**config.mk**
```make
export PLATFORM = sky130hd
export DESIGN_NAME = lrukc_ram
export DESIGN_NICKNAME = d
export VERILOG_FILES = /design/src/hw/rtl/lru_keyed_cache_slot_policy_macros.svh /design/src/hw/rtl/lrukc_ram.sv
export SDC_FILE = /design/constraint.sdc
export NUM_CORES = 1
export LEC_CHECK = 0
export BUFFER_PORTS_ARGS = -buffer_cell sky130_fd_sc_hd__buf_2
export CAP_MARGIN = 15
export CELL_PAD_IN_SITES_DETAIL_PLACEMENT = 1
export CELL_PAD_IN_SITES_GLOBAL_PLACEMENT = 2
export CORE_UTILIZATION = 50
export DETAILED_ROUTE_END_ITERATION = 8
export PLACE_DENSITY = 0.8
export SLEW_MARGIN = 20
export SYNTH_ARGS = -nofsm -noshare
export SYNTH_HDL_FRONTEND = slang
export SYNTH_SLANG_ARGS = --single-unit
```
**constraint.sdc**
```tcl
create_clock -name clk_i -period 3.8 [get_ports clk_i]
set_input_delay 0.57 -clock clk_i [delete_from_list [all_inputs] [get_ports clk_i]]
set_output_delay 0.57 -clock clk_i [all_outputs]
set_load 0.02 [all_outputs]
```
**src/hw/rtl/lru_keyed_cache_slot_policy_macros.svh**
```systemverilog
// assertion macros for the keyed lru cache
`ifndef LRU_KEYED_CACHE_SLOT_POLICY_MACROS_SVH
`define LRU_KEYED_CACHE_SLOT_POLICY_MACROS_SVH

// same-cycle implication under reset
`define LRUKC_ASSERT(lbl, clk, rstn, ante, cons) \
  lbl: assert property (@(posedge clk) disable iff (!rstn) (ante) |-> (cons)) \
    else $error("lru cache assertion failed");

// next-cycle implication under reset
`define LRUKC_ASSERT_NEXT(lbl, clk, rstn, ante, cons) \
  lbl: assert property (@(posedge clk) disable iff (!rstn) (ante) |=> (cons)) \
    else $error("lru cache assertion failed");

`endif

```
**src/hw/rtl/lrukc_ram.sv**
```systemverilog
module lrukc_ram #(
  parameter int unsigned WIDTH = 8,
  parameter int unsigned DEPTH = 64
) (
  input  logic                     clk_i,
  input  logic                     we_i,
  input  logic [$clog2(DEPTH)-1:0] waddr_i,
  input  logic [WIDTH-1:0]         wdata_i,
  input  logic [$clog2(DEPTH)-1:0] raddr_i,
  output logic [WIDTH-1:0]         rdata_o
);

  logic [WIDTH-1:0] mem_q [DEPTH];

  // one write port, registered read port
  always_ff @(posedge clk_i) begin
    if (we_i) begin
      mem_q[waddr_i] <= wdata_i;
    end
    rdata_o <= mem_q[raddr_i];
  end

endmodule

```
# --- After elaboration in Yosys (flattened, before gate mapping) ---
# Memories as Yosys holds them, arrays and structs flattened. A register that Yosys moved wholly into a read port is not among the register bits.
# Cells that the tools add are included.
classes:
  bitwise_logic: 0
  div_mod_pow: 0
  mux: 2
  order_cmp: 0
  eq_ne: 0
  mul: 0
  n_reduce_logical: 0
  add_sub_neg: 0
  n_shift: 0
ops:
  columns: ["op", "count"]
  rows:
  - ["two-way mux 1 bit", 2]
totals:
  mem_count: 1
  mem_bits_rw: 512
  latchBits: 0
  wordCells: 3
  romBits: 0
  in_bits: 22
  regBits: 0
memory_table:
  columns: ["name", "depth", "width", "rd", "rd_ports_with_merged_regs", "write_ports", "line_no", "rtl"]
  rows:
  - ["mem_q", 64, 8, 1, 1, 1, "lrukc_ram.sv:13", "logic [WIDTH-1:0] mem_q [DEPTH];"]

# --- Longest topological paths before layout ---
depth:
  depth_word: 2
  mapped_depth: 9

# --- Worst setup path after synthesis ---
# OpenSTA, ideal clock, no wires.
synth_path:
  kind: "in2reg"
  startpoint: "input port raddr_i[1]"
  endpoint: "register rdata_o[3] (read register of mem_q)"
  path_slack_ns: 1.562
  path_buffers: 3
  stages: 7
  t_arrival_ns: 2.110
  required_ns: 3.672
  cell_sequence: "buf_4 > buf_2 > buf_2 > mux4_2 > mux4_2 > o21ai_1 > o41ai_1"
synth_rtl:
  columns: ["element", "line_no", "rtl"]
  rows:
  - ["from (decl)", "lrukc_ram.sv:9", "input logic [$clog2(DEPTH)-1:0] raddr_i,"]
  - ["to (decl)", "lrukc_ram.sv:10", "output logic [WIDTH-1:0] rdata_o"]

==> metrics.yaml <==
h-tree-depth: 2
reg2reg_depth: 4
synth-main-ff-cell: "edfxtp_1"
routed_wl_mm: 48.3
critPathArrivalTime_ns: 2.85
post_drt_via_cell_ratio: 6.13
grt_pass1_wl_mm: 71.4
rows: 73
rsz0062_at_grt: "no"
synth_seq_area_share_pct: 77.0
nNetsFinal: 1046
grt_max_degree: 65
grt_pass1_vias: 10400
synth_seq_cells: 520
die_y_um: 203
tritoncts: "built"
placed_area_um2: 21100
fmax_mhz: 420
vias: 9735
ioPinCount: 30
finalSetupViolCount: 0
die_area_um2: 41100
ir_worst_vdd_uv: 370
drt_iter0_drc: 857
dp.cells: 1495
finalCritPeriodShare_pct: 62.7
ff2ff_setup_slack_ns: 1.69
worstHoldPathType: "input pin to flop"
die_w_um: 203
place_hpwl_mm: 29.7
worstSkewPairLatency_ns: 0.59
pwr_density_cell_nw_per_um2: 527
hold_buffers: 0
ant_nets: 0
yosysTopAreaCellShare_pct: 76.2
drv_slew: 0
root_buffer: "clkbuf_16"
routedWlPerCell_um: 30.4
synth_cell_types: 40
holdWs_ns: 0.449
grt.total_usage_pct: 24.5
firstDrtPassIters: 5
cts-resized-gates: 0
clk_pin_slew_ns: 0.06
drive_above_1_share_pct: 27.5
post_cts.repair.setup_buffers: 0
cts.sinks: 520
p_leak_nw: 7.17
fillers: 3356
clockBufferDepth: 3
area_growth_pct: 12.8
max_cap_violations: 0
syn_avg_cell_area_um2: 21.5
n_antenna_cell: 0
critical_path_class: "input pin to flop"
maxSlewHeadroom_pct: 35.2
period_minus_slack_ns: 2.38
netlist_instances: 940
min_to: "rdata_o[4]$_DFF_P_"
numPortBuffers: 29
r2r-end: "rdata_o[1]$_DFF_P_"
synth_warnings: 0
r2r-start: "mem_q[47][1]$_DFFE_PP_"
status: "finished clean"
syn_area_um2: 20200
skew_ns: 0.0169
gp_congestion: 0.866
start_util_pct: 50.8
synth_edf_count: 512
end_kind: "flop"
startpoint: "raddr_i[3]"
hp-start: "raddr_i[5]"
cts_buffers: 52
crit_fanout: 26
cp.required_ns: 4.26
synthTopCellsByArea: "edfxtp_1, mux4_2, nor2_1"
final_area_um2: 22800
cp-start-kind: "input pin"
grt.overflow.total: 0
setup_tns_ns: 0
whs_path_depth: 3
synth-async-reset-ratio_pct: 0
hold_viol: 0
core_area_um2: 39700
tightest_slew_ns: 0.968
synth_area_leader_cell: "edfxtp_1"
antenna_found_initial: 0
syn_nets: 962
post-route-drc-count: 0
layout.cells.non_filler: 1589
[cells by family after synthesis]
group | share of synthesized area (%)
AND/OR/NAND/NOR | 3.39
AO/OA/AOI/OAI | 2.07
multiplexers | 15.9
flip-flops | 77.0
buffers and inverters | 1.57
[worst max-delay path: stages]
cell and delay [ns]:
buf_2 0.61, buf_4 0.42, nand3_1 0.43, o221ai_1 0.48, a21oi_1 0.11, o21ai_0 0.10, nand2_1 0.07
[synth_stat cells (2+ instances only)]
master / number
buf_4: 13
a211oi_1: 4
nand3_1: 13
o32ai_1: 2
nor2b_1: 14
nand2b_1: 7
o21ai_1: 2
buf_6: 4
clkbuf_1: 17
a21oi_1: 3
buf_12: 2
buf_1: 4
a221oi_1: 6
a2111oi_0: 2
o2111ai_1: 3
o22ai_1: 8
dfxtp_1: 8
o221ai_1: 8
edfxtp_1: 512
o221a_2: 2
nor4_1: 2
nand2_1: 19
buf_2: 11
mux2_2: 13
mux2i_1: 23
o2bb2ai_1: 3
a22oi_1: 3
nor2_1: 83
o21a_1: 2
o21ai_0: 2
nor3_1: 7
nand4_1: 2
o41ai_1: 2
mux4_2: 126
nand3b_1: 3
[worst max-delay path by stage]
| stage | slack [ns] | depth (start not counted) | endpoint |
|---|---|---|---|
| after floorplan | 1.56 | 7 | rdata_o[3]$_DFF_P_ |
| after CTS | 1.40 | 7 | rdata_o[7]$_DFF_P_ |
| after global routing | 1.31 | 7 | rdata_o[1]$_DFF_P_ |
| final | 1.42 | 7 | rdata_o[7]$_DFF_P_ |
| after detailed placement | 0.80 | 6 | rdata_o[3]$_DFF_P_ |
| after global placement | 0.78 | 7 | rdata_o[7]$_DFF_P_ |
[power breakdown]
| group | leakage, nW | switching [mW] | internal, mW |
|---|---|---|---|
| logic | 1.68 | 0.385 | 0.223 |
| registers | 4.67 | 0.0230 | 6.35 |
| clock network | 0.816 | 2.09 | 2.94 |
| total | 7.17 | 2.49 | 9.51 |
[metal layers]
metal  vias up  wire length (um)  global-route usage [%]
met4         0              1480                    8.81
met2       357             23800                    39.3
met1      5210             20000                    34.3
met5         -                 0                       0
met3        76              3010                    3.90
li1       4092                 -                       -
[cells in the final DEF (no fill, tap or decap), types with 3 or more instances in the layout]
cell type  instances
nand2b_1           7
buf_2             23
buf_4             54
nor2b_1           14
clkinv_2          10
mux4_2           126
clkbuf_16         53
a21oi_1            3
nor2_1            83
mux2_2            13
nor3_1             7
o2111ai_1          3
clkinv_1          12
clkbuf_8           4
nand3b_1           3
mux2i_1           23
o2bb2ai_1          3
o22ai_1            8
a22oi_1            3
nand2_1           19
buf_12             3
dfxtp_1            8
bufinv_16          5
clkbuf_1          11
a211oi_1           4
o221ai_1           8
a221oi_1           6
edfxtp_1         512
nand3_1           13
[stage by stage]
step / utilization (%) / worst slack (ns) / power (mW)
global route: 57.3 / 1.31 / 12.3
finish: 57.3 / 1.42 / 12.0
detailed placement: 53.1 / 0.797 / 7.11
floorplan: - / 1.56 / 6.83
global placement: 53.1 / 0.782 / 7.09
CTS: 57.3 / 1.40 / 12.1
[layout make-up]
cell class	count	area, um^2	share of cell area (%)
repair buffers	81	594	2.61
clock buffers	67	1410	6.19
multi-input cells	369	4320	19.0
well taps	525	657	2.89
clock inverters	27	245	1.08
flip-flops and latches	520	15500	68.3
[state kept, by name (all words and copies together), names as in the netlist]
name     flops
mem_q      512
rdata_o      8
Note: power is estimated with default switching activity, not from simulation.
